==> src/rtl/cau_pkg.sv <==
// Shared widths, opcode codes, cell payload types and the saturation function
// of the complex arithmetic unit. Depends on nothing.
package cau_pkg;

   localparam int W     = 32;           // width of one part
   localparam int F     = 16;           // fraction bits
   localparam int PW    = 2 * W;        // product width
   localparam int MW    = 2 * W;        // magnitude width after combining
   localparam int XW    = MW + F + 1;   // divide dividend width
   localparam int DW    = MW + 1;       // divisor width (twice the denominator)
   localparam int NCELL = W;            // one cell per quotient bit
   localparam logic [MW-1:0] RND = MW'(1) << (F - 1);

   typedef enum logic [1:0] {OP_ADD, OP_SUB, OP_MUL, OP_DIV} opcode_type;

   // One division lane as it moves from cell to cell.
   typedef struct packed {
      logic [DW-1:0] rem;
      logic [W-1:0]  xlo;
      logic [W-1:0]  quo;
   } lane_type;

   // Everything else that travels alongside the division lanes.
   typedef struct packed {
      opcode_type    op;
      logic          dz;
      logic          neg_re;
      logic          neg_im;
      logic          big_re;
      logic          big_im;
      logic [MW-1:0] mag_re;
      logic [MW-1:0] mag_im;
      logic [DW-1:0] dvs;
   } side_type;

   // Clamps a sign and magnitude to a W-bit part; the top bit is overflow.
   function automatic logic [W:0] sat(input logic neg, input logic big,
                                      input logic [MW-1:0] mag);
      logic [MW-1:0] lim;
      logic [MW-1:0] m;
      logic [W-1:0]  v;
      logic          o;
      lim = neg ? (MW'(1) << (W - 1)) : ((MW'(1) << (W - 1)) - MW'(1));
      o   = big || (mag > lim);
      m   = o ? lim : mag;
      v   = m[W-1:0];
      if (neg) begin
         v = ~v + W'(1);
      end
      return {o, v};
   endfunction

endpackage

==> src/rtl/cau_cell.sv <==
// One restoring-division cell: settles one quotient bit for both parts.
// Depends on cau_pkg.
module cau_cell
   import cau_pkg::*;
(
   input  logic     clock,
   input  logic     reset,
   input  logic     en,
   input  logic     valid_in,
   input  lane_type re_in,
   input  lane_type im_in,
   input  side_type side_in,
   output logic     valid_out,
   output lane_type re_out,
   output lane_type im_out,
   output side_type side_out
);

   logic     valid_ff;
   lane_type re_ff, im_ff, re_in_n, im_in_n;
   side_type side_ff;
   logic [DW:0] r2re, r2im, dv;
   logic        gre, gim;

   // Shift in the next dividend bit, subtract the divisor where it fits.
   always_comb begin
      dv   = {1'b0, side_in.dvs};
      r2re = {re_in.rem, re_in.xlo[W-1]};
      r2im = {im_in.rem, im_in.xlo[W-1]};
      gre  = r2re >= dv;
      gim  = r2im >= dv;
      re_in_n.rem = gre ? DW'(r2re - dv) : DW'(r2re);
      im_in_n.rem = gim ? DW'(r2im - dv) : DW'(r2im);
      re_in_n.xlo = re_in.xlo << 1;
      im_in_n.xlo = im_in.xlo << 1;
      re_in_n.quo = {re_in.quo[W-2:0], gre};
      im_in_n.quo = {im_in.quo[W-2:0], gim};
   end

   always_ff @(posedge clock) begin
      if (reset) begin
         valid_ff <= 1'b0;
      end else if (en) begin
         valid_ff <= valid_in;
      end
   end

   always_ff @(posedge clock) begin
      if (en) begin
         re_ff   <= re_in_n;
         im_ff   <= im_in_n;
         side_ff <= side_in;
      end
   end

   assign valid_out = valid_ff;
   assign re_out    = re_ff;
   assign im_out    = im_ff;
   assign side_out  = side_ff;

endmodule

==> config.mk <==
export PLATFORM = sky130hd
export DESIGN_NAME = cau_cell
export DESIGN_NICKNAME = d
export VERILOG_FILES = /design/src/rtl/cau_pkg.sv /design/src/rtl/cau_cell.sv
export SDC_FILE = /design/constraint.sdc
export NUM_CORES = 1
export LEC_CHECK = 0
export BUFFER_PORTS_ARGS = -buffer_cell sky130_fd_sc_hd__buf_2
export CAP_MARGIN = 20
export CORE_AREA = 3 3 360 362
export CTS_CLUSTER_SIZE = 16
export DETAILED_ROUTE_END_ITERATION = 10
export DIE_AREA = 0 0 363 365
export SETUP_SLACK_MARGIN = 0.2
export SYNTH_ARGS = -nofsm -noshare
export SYNTH_HDL_FRONTEND = slang
export SYNTH_SLANG_ARGS = --single-unit
export TNS_END_PERCENT = 5
==> constraint.sdc <==
create_clock -name clock -period 10.72 [get_ports clock]
set_clock_uncertainty 0.05 [all_clocks]
set_input_delay 1.072 -clock clock [delete_from_list [all_inputs] [get_ports clock]]
set_output_delay 1.072 -clock clock [all_outputs]
set_load 0.1 [all_outputs]
# == Word-level counts from Yosys, hierarchy flattened ==
# Cells that the tools add are included.
# word_totals
ff_bits,457
word_cells,22
# classes
add_sub_neg,2
n_lt_le_gt_ge,2
muxes,2
# op_table
cell,n
greater-or-equal comparator 66 x 65 -> 1 bit,2
two-way mux 65 bit,2
subtractor 65 bit,2

# == Longest topological paths before layout ==
# Gate-level depths: netlist of run 1.
# logic_depth
word_depth,2
depth_mapped,18
mapped_depth_nobuf,15

# == Least setup slack after synthesis of run 1 ==
# Ideal clock, no wire load.
# synth_path
path_type,input to register
start,input im_in[63] (netlist bit)
end,"register im_ff, in the netlist im_out[117], data pin"
setup_ns,0.260
arrival_time_ns,3.865
slack_ns,6.544
stages,18
path_buffers,3
path_cell_list,inv_1 > ha_1 > inv_1 > fa_1 > a211oi_1 > o21ai_0 > o21ai_0 > a21oi_1 > o21ai_1 > a21oi_2 > nor4bb_1 > or2_1 > buf_2 > inv_2 > buf_4 > buf_2 > nor2_1 > a21oi_1
# synth_lines
item,line_no,text
start: declaration,cau_cell.sv:11,"input lane_type im_in,"
end signal: assignment,cau_cell.sv:51,im_ff <= im_in_n;
end: declaration,cau_cell.sv:20,"lane_type re_ff, im_ff, re_in_n, im_in_n;"

==> flow_metrics.tcl, run 1 <==
set metrics [dict create \
    drv_slew 0 \
    final.min_clock_period_ns 5.525 \
    synth_area_leaders "edfxtp_1 (59%), ha_1 (7.0%), a21oi_1 (5.0%), nor2_1 (2.8%), xnor2_1 (2.5%)" \
    path_cells "buf_2, inv_1, ha_1, nand4_1, or4_1, nand3_1, o211ai_1, a21oi_1, or2_1, a21oi_2, o41ai_4, buf_4, buf_4, mux2_2" \
    hold_depth 2 \
    clk_pin_slew_worst_paths_ns 0.06 \
    fin_nets 3440 \
    hold_ws_ns 0.4494 \
    portBuffers 916 \
    fillerInstances 13640 \
    cp-start-kind "input pin" \
    ys.warnings.count 0 \
    leakage_nw 13.37 \
    critPathMostFrequentCell "buf_4" \
    grt_util_all_layers_pct 16.88 \
    max_freq_ghz 0.1810 \
    synth_edf_count 456 \
    ys_async_sr_fraction_pct 0 \
    die_x_um 363 \
    insertion_delay_ns 0.64 \
    crit_buf_inv 4 \
    setup_violations 0 \
    cts_max_level 2 \
    r2r_end "valid_out" \
    start_util_pct 18.21 \
    arrival_ns 5.86 \
    synthTopCellsByCount "edfxtp_1 (456), a21oi_1 (230), nor2_1 (171)" \
    gp_congestion 0.9127 \
    synthDominantCellAreaShare_pct 59.19 \
    grt_pass1_vias 19100 \
    synth-seq-cells 457 \
    grt_first_pass_wirelength_um 154900 \
    antenna_found_initial 103 \
    design.core.area_mm2 0.1270 \
    critPathSlowestCell "or4_1" \
    yosysTopAreaCell "edfxtp_1" \
    cts_inserted_buffers 59 \
    synth.most_common_cell "edfxtp_1" \
    yosys_most_used_dff "edfxtp_1" \
    status "finished clean" \
    drive_gt1_share_pct 36.27 \
    crit_path_end_kind "flip-flop" \
    rr_startpoint "valid_out" \
    routedWlPerCell_um 25.92 \
    hpwl_um 99680 \
    cts_tree "built" \
    ff2ff_path_depth 2 \
    worst_slew_pin_slew_ns 0.9990 \
    die_h_um 365 \
    slowest_delay_ns 0.72 \
    finalHoldViolCount 0 \
    clockBufferDepth 3 \
    path_class "input pin to flip-flop" \
    worstHoldPathType "flip-flop to flip-flop" \
    slew_headroom_pct 33.40 \
    via_per_inst 4.346 \
    syn_area_per_cell_um2 11.96 \
    first_pass_iters 6 \
    drc 0 \
    drtIter0Drc 1472 \
    cts_root_buffer "clkbuf_16" \
    syn_to_final_growth_pct 36.75 \
    cts_sinks 457 \
    finalPower_mw 6.743 \
    rows 131 \
    post_cts_resized 0 \
    syn_inst 1934 \
    multi_input_area_mm2 0.008660 \
    rsz0062_at_grt "no" \
    io_pins 921 \
    period_share_pct 51.54 \
    post_cts_buffers 0 \
    cp_data_required_time_ns 11.06 \
    vdd_drop_max_uv 115.3 \
    regArea_mm2 0.01371 \
    syn_area_mm2 0.02313 \
    vias 19920 \
    r2r_slack_ns 10.09 \
    worst-path-max-fanout 58 \
    synth_cell_type_count 82 \
    min_to "valid_out" \
    die_area_mm2 0.1325 \
    ant_nets 0 \
    yosysSeqAreaShare_pct 59.28 \
    cts_hold_buf 0 \
    fin_setup_tns_ns 0 \
    wirelength_um 118800 \
    power_density_mw_per_mm2 213.2 \
    grt_overflow 0 \
    hp-start "valid_out" \
    grt_max_degree 152 \
    crit_family "simple AND/OR/NAND/NOR gates" \
    maxCapViolCount 0 \
]
[report_power, final]
group | internal [mW] | switching (mW) | total [mW]
logic | 0.432 | 2.00 | 2.43
registers | 2.20 | 0.0472 | 2.24
clock network | 1.23 | 0.842 | 2.07
total | 3.85 | 2.89 | 6.74
[registers in the layout, summed over array words and instances, names as in the netlist]
signal / flops
side_out: 200
re_out: 128
valid_out: 1
im_out: 128
[area by class of cell]
class	instances	share of cell area, %
antenna	29	0.2294
clock inverter	44	1.626
inverter	104	1.238
timing repair buffer	930	14.90
tap	1662	6.574
multi-input combinational	1294	27.37
clock buffer	63	4.715
sequential	457	43.35
[placed cells by master (no fill, tap or decap), drive strengths merged, types with 12 or more instances in the layout]
master,netlist,routed
buf,37,930
edfxtp,456,456
a21oi,234,234
nor2,171,171
ha,130,130
nand2,128,128
inv,104,108
o21ai,87,87
xnor2,65,65
clkbuf,43,63
a21o,61,61
xor2,53,53
nand4,41,41
o21bai,30,30
diode,0,29
clkinv,0,29
nor3,25,25
mux2,24,24
nand3,23,23
o21a,21,21
a31oi,17,17
nand2b,12,12
[worst max-delay path by stage]
stage | startpoint | to | slack [ns] | cells past startpoint
floorplan | im_in[63] | im_out[117] | 6.54 | 18
detailed placement | side_in[45] | re_out[116] | 4.37 | 13
global placement | side_in[45] | re_out[116] | 4.37 | 13
CTS | side_in[45] | re_out[116] | 5.07 | 13
global route | side_in[17] | re_out[113] | 4.98 | 14
finish | side_in[17] | re_out[116] | 5.20 | 14
[worst register-to-register path, delay by kind of cell, from the launching register on]
family	cells	cell delay (ns)
AND/OR/NAND/NOR	1	0.05
flip-flops	1	0.31
multiplexers	1	0.12
[through the flow]
| step | setup slack (ns) | instance area (um2) | instances | utilization (%) |
|---|---|---|---|---|
| after floorplan | 6.544 | 23140 | 1935 | - |
| after global placement | 4.368 | 29560 | 4447 | 23.27 |
| after detailed placement | 4.370 | 29560 | 4447 | 23.27 |
| after CTS | 5.068 | 31560 | 4554 | 24.85 |
| after global routing | 4.983 | 31570 | 4557 | 24.85 |
| final | 5.195 | 31630 | 4583 | 24.90 |
[cells by family after synthesis]
logic type / Yosys count / share of synthesized area, %
mux: 25 / 1.212
xor+xnor: 118 / 4.468
flops: 457 / 59.28
buf+inv: 184 / 3.305
fa+ha+maj: 132 / 7.204
simple gates: 467 / 9.406
compound gates: 550 / 15.11
other cells: 1 / 0.01621
[routing by layer]
layer | share of wire [%] | routed length, um | vias up | GRT usage, %
met2 | 47 | 55990 | 939 | 28.76
met1 | 36 | 43170 | 9542 | 18.00
met4 | 3.2 | 3806 | 62 | 4.522
met5 | 0.35 | 410 | - | 0
li1 | - | - | 9124 | -
met3 | 13 | 15400 | 250 | 9.385
Note: power is estimated with default switching activity, not from simulation.
==> inputs of run 2 (changes only) <==
==> constraint.sdc (replaced) <==
create_clock -name clock -period 4.7 [get_ports clock]
set_clock_uncertainty 0.05 [all_clocks]
set_input_delay 0.47 -clock clock [delete_from_list [all_inputs] [get_ports clock]]
set_output_delay 0.47 -clock clock [all_outputs]
set_load 0.1 [all_outputs]
==> flow_metrics.tcl, run 2 (synthesized netlist as in run 1, its figures left out) <==
set metrics [dict create \
    p_clk_share_pct 29.6 \
    power.internal_mw 8.831 \
    clk_pin_slew_worst_paths_ns 0.07 \
    design.core.area_mm2 0.1270 \
    hold_depth 2 \
    rsz0062_at_grt "yes" \
    stdcell_count 4970 \
    start_util_pct 18.21 \
    hpwl_um 101700 \
    layout_common_cells "buf_2 (915), edfxtp_1 (456), dlygate4sd3_1 (326), a21oi_1 (229), nor2_1 (171)" \
    grt_util_all_layers_pct 17.62 \
    worst_slew_pin_slew_ns 0.9562 \
    leakage_nw 15.01 \
    dp_cells 4503 \
    p_sw_share_pct 43.50 \
    r2r_end "valid_out" \
    clockBufferDepth 3 \
    crit_path_end_kind "flip-flop" \
    ff2ff_path_depth 3 \
    vias 21320 \
    setup_violations 0 \
    finalHoldViolCount 0 \
    rows 131 \
    worstHoldPathType "input pin to flip-flop" \
    critPathSlowestCell "dlygate4sd3_1" \
    drc 0 \
    antenna_found_initial 79 \
    first_pass_iters 5 \
    grt_max_degree 100 \
    grt_overflow 0 \
    cts_inserted_buffers 59 \
    via_per_inst 4.290 \
    drive_gt1_share_pct 34.11 \
    p_switching_mw 6.798 \
    die_area_mm2 0.1325 \
    insertion_delay_ns 0.65 \
    syn_to_final_growth_pct 52.95 \
    vdd_drop_max_uv 274.7 \
    max_freq_ghz 0.2297 \
    gp_congestion 0.9149 \
    grt_first_pass_wirelength_um 163500 \
    path_cells "dlygate4sd3_1, buf_2, inv_1, ha_1, a21o_1, nand2b_1, o21a_1, a311oi_1, o31a_1, o21ai_1, a2111oi_2, o31ai_1, xnor2_1, a21oi_1" \
    p_seq_share_pct 32.8 \
    io_pins 921 \
    slowest_delay_ns 0.55 \
    die_x_um 363 \
    comb_power_share_pct 37.7 \
    layout_commonest_cell "buf_2" \
    r2r_slack_ns 3.52 \
    portBuffers 916 \
    routedWlPerCell_um 24.90 \
    drv_slew 0 \
    ant_nets 0 \
    slew_headroom_pct 36.25 \
    fin_nets 3822 \
    min_to "re_out[76]" \
    rr_startpoint "valid_out" \
    wirelength_um 123700 \
    cts_tree "built" \
    cts_root_buffer "clkbuf_16" \
    hp-start "re_in[75]" \
    cp_data_required_time_ns 5.03 \
    maxCapViolCount 0 \
    arrival_ns 4.69 \
    path_class "input pin to flip-flop" \
    die_h_um 365 \
    largest_register_ffs 200 \
    grt_pass1_vias 20960 \
    worst-path-max-fanout 5 \
    period_share_pct 92.63 \
    fin_setup_tns_ns 0 \
    drtIter0Drc 1352 \
    cts_sinks 457 \
    cp-start-kind "input pin" \
    final.min_clock_period_ns 4.354 \
    power_density_mw_per_mm2 441.7 \
    status "finished clean" \
    cts_max_level 2 \
    post_cts_buffers 0 \
]
[run 2: cell types whose count changed in the layout (fill, tap and decap cells not counted), moves of 4 or more]
cell	previous run	this run
buf_4	13	61
clkinv_1	16	9
clkinv_2	7	12
dlygate4sd3_1	0	326
diode_2	29	33
clkinvlp_4	2	8
bufinv_16	9	5
buf_12	1	9
[run 2: repair_timing]
| action | in CTS | in global routing |
|---|---|---|
| resized for setup | 0 | 3 |
| endpoints found under the setup margin | 0 | 44 |
| hold endpoints to repair | 325 | 0 |
| hold buffers | 326 | 0 |
[run 2: how the worst max path moves through the flow]
stage,startpoint,endpoint,slack [ns]
CTS,side_in[0],im_out[124],0.32
detailed placement,im_in[63],im_out[124],0.17
global route,side_in[6],re_out[117],0.20
finish,side_in[4],re_out[117],0.35
floorplan,im_in[63],im_out[117],1.13
global placement,im_in[63],im_out[124],0.16
[run 2: through the flow]
step | power (mW) | utilization [%] | area [um2] | setup slack [ns] | hold slack, ns
2_1_floorplan | 9.385 | - | 23140 | 1.126 | 0.4924
3_3_place_gp | 10.84 | 23.68 | 30080 | 0.1555 | 0.4250
3_5_place_dp | 10.85 | 23.68 | 30080 | 0.1653 | 0.4333
4_1_cts | 15.85 | 27.78 | 35290 | 0.3205 | 0.001490
5_1_grt | 16.26 | 27.81 | 35320 | 0.1990 | 0.01901
6_report | 15.63 | 27.85 | 35380 | 0.3463 | 0.06735
[run 2: worst max-delay path: cells and delay by family]
kind,cells,cell delay (ns)
AND/OR/NAND/NOR,1,0.15
buffers and inverters,3,0.80
XOR/XNOR,1,0.36
AO/OA/AOI/OAI,8,2.58
adder cells (fa/ha/maj),1,0.31
[run 2: area by class of cell]
class | instances | area [um2]
Multi-Input combinational cell | 1294 | 8667
Fill cell | 13250 | 91650
Inverter | 104 | 391.6
Antenna cell | 33 | 82.58
Clock buffer | 61 | 1484
Timing Repair Buffer | 1312 | 8496
Sequential cell | 457 | 13710
Tap cell | 1662 | 2079
Clock inverter | 47 | 469.2
[run 2: routing by layer]
metal / wire length, um / global-route usage (%) / vias to the layer above / part of all wire, %
met3: 15250 / 9.190 / 199 / 12
met2: 59050 / 30.01 / 862 / 48
met1: 45310 / 19.05 / 10310 / 37
met5: 391 / 0 / - / 0.32
li1: - / - / 9892 / -
met4: 3739 / 5.074 / 58 / 3.0
[run 2: power groups by stage]
stage	logic, mW	registers, mW	clock network [mW]
2_1_floorplan	1.16	8.23	0
3_3_place_gp	5.64	5.19	0
3_5_place_dp	5.65	5.20	0
4_1_cts	5.90	5.13	4.82
5_1_grt	6.14	5.16	4.96
6_report	5.89	5.12	4.62
==> inputs of run 3 (changes only) <==
--- a/config.mk
+++ b/config.mk
@@ -11,6 +11,7 @@
 export CTS_CLUSTER_SIZE = 16
 export DETAILED_ROUTE_END_ITERATION = 10
 export DIE_AREA = 0 0 363 365
+export PLACE_DENSITY = 0.37
 export SETUP_SLACK_MARGIN = 0.2
 export SYNTH_ARGS = -nofsm -noshare
 export SYNTH_HDL_FRONTEND = slang
==> flow_metrics.tcl, run 3 (synthesized netlist as in run 1, its figures left out) <==
set metrics [dict create \
    largest_register_ffs 200 \
    vias 20770 \
    fin_nets 3830 \
    grt_util_all_layers_pct 17.54 \
    path_cells "dlygate4sd3_1, buf_2, inv_1, ha_1, nor2b_1, o31a_1, o41a_1, nor2_1, o41a_1, o41ai_2, a31oi_1, o31ai_1, xnor2_1, o21ai_1" \
    hold_ws_ns 0.08143 \
    place_ws_ns 0.1827 \
    die_h_um 365 \
    drv_slew 0 \
    grt_max_degree 80 \
    slowest_delay_ns 0.76 \
    worstHoldPathType "input pin to flip-flop" \
    antenna_found_initial 48 \
    rsz0062_at_grt "no" \
    insertion_delay_ns 0.64 \
    vdd_drop_max_uv 264.3 \
    regArea_mm2 0.01371 \
    layout_common_cells "buf_2 (915), edfxtp_1 (456), dlygate4sd3_1 (325), a21oi_1 (230), nor2_1 (171)" \
    worst-path-max-fanout 4 \
    drive_gt1_share_pct 33.95 \
    drtIter0Drc 1411 \
    io_pins 921 \
    leakage_nw 15.04 \
    fin_setup_tns_ns 0 \
    hp-start "re_in[71]" \
    setup_violations 0 \
    critPathMostFrequentCell "o41a_1" \
    grt_first_pass_wirelength_um 163300 \
    path_class "input pin to flip-flop" \
    final.min_clock_period_ns 4.323 \
    cts_sinks 457 \
    hpwl_um 102700 \
    design.core.area_mm2 0.1270 \
    die_area_mm2 0.1325 \
    crit_path_end_kind "flip-flop" \
    first_pass_iters 5 \
    routedWlPerCell_um 24.76 \
    clk_pin_slew_worst_paths_ns 0.06 \
    gp_congestion 0.8455 \
    multi_input_area_mm2 0.008660 \
    stdcell_count 4953 \
    layout_commonest_cell "buf_2" \
    dp_cells 4513 \
    clockBufferDepth 3 \
    cts_inserted_buffers 58 \
    critPathSlowestCell "o41ai_2" \
    worst_slew_pin_slew_ns 0.7985 \
    maxCapViolCount 0 \
    power_density_mw_per_mm2 439.4 \
    syn_to_final_growth_pct 52.72 \
    cts_max_level 2 \
    portBuffers 916 \
    cp_data_required_time_ns 5.05 \
    cts_tree "built" \
    status "finished clean" \
    cp-start-kind "input pin" \
    wirelength_um 122600 \
    finalWorstSetupSlack_ns 0.3773 \
    ant_nets 0 \
    start_util_pct 18.21 \
    rr_startpoint "valid_out" \
    cts_root_buffer "clkbuf_16" \
    rows 131 \
    period_share_pct 91.97 \
    placed_cell_area_mm2 0.03016 \
    grt_pass1_vias 20980 \
    drc 0 \
    finalHoldViolCount 0 \
    via_per_inst 4.194 \
    arrival_ns 4.67 \
    max_freq_ghz 0.2313 \
    crit_start "side_in[1]" \
    fillerInstances 13460 \
    grt_overflow 0 \
    fin_area_mm2 0.03533 \
    die_x_um 363 \
    slew_headroom_pct 45.39 \
]
## run 3: cell types whose count changed in the layout (fill, tap and decap cells not counted), moves of 3 or more
cell	change
inv_6	-4
clkinvlp_4	-5
diode_2	-23
buf_4	+9
clkbuf_1	+7
clkinv_2	-3
## run 3: routing by layer
layer / up-vias / wire, um / global-route usage (%)
met3: 197 / 9687 / 5.451
met2: 756 / 61060 / 31.02
met5: - / 211 / 0
met4: 36 / 5743 / 7.470
met1: 9897 / 45930 / 19.42
li1: 9888 / - / -
## run 3: final timing paths
| kind | slack (ns) | end | cells after the start |
|---|---|---|---|
| max | 0.38 | im_out[119] | 14 |
| min | 0.08 | re_out[72] | 2 |
| max reg2reg | 3.51 | valid_out | 3 |
| min reg2reg | 1.00 | valid_out | 3 |
## run 3: timing repair
item / CTS / global route
hold buffers: 325 / 0
endpoints found under the setup margin: 0 / 4
resized for setup: 0 / 1
setup buffers: 0 / 0
endpoints found under the hold margin: 324 / 0
## run 3: cell type report
cell class | count | area share [%]
Timing Repair Buffer | 1321 | 24.27
Antenna cell | 10 | 0.07083
Clock inverter | 37 | 1.070
Multi-Input combinational cell | 1294 | 24.51
Clock buffer | 68 | 4.275
Sequential cell | 457 | 38.82
Inverter | 104 | 1.105
Tap cell | 1662 | 5.886
## run 3: power by group
part | switching (mW) | leakage [nW] | internal (mW)
sequential | 0.116 | 4.47 | 5.01
clock | 1.91 | 0.917 | 2.58
combinational | 4.67 | 9.65 | 1.24
## run 3: critical path: cells and delay by family
family	cells	cell delay, ns
simple gates	2	0.30
xor+xnor	1	0.17
buf+inv	3	0.79
fa+ha+maj	1	0.37
compound gates	7	2.57
## run 3: stage by stage
step	power, mW	utilization (%)
after CTS	15.79	27.79
after global routing	16.15	27.80
after global placement	10.92	23.74
final	15.52	27.81
after floorplan	9.385	-
after detailed placement	10.91	23.74
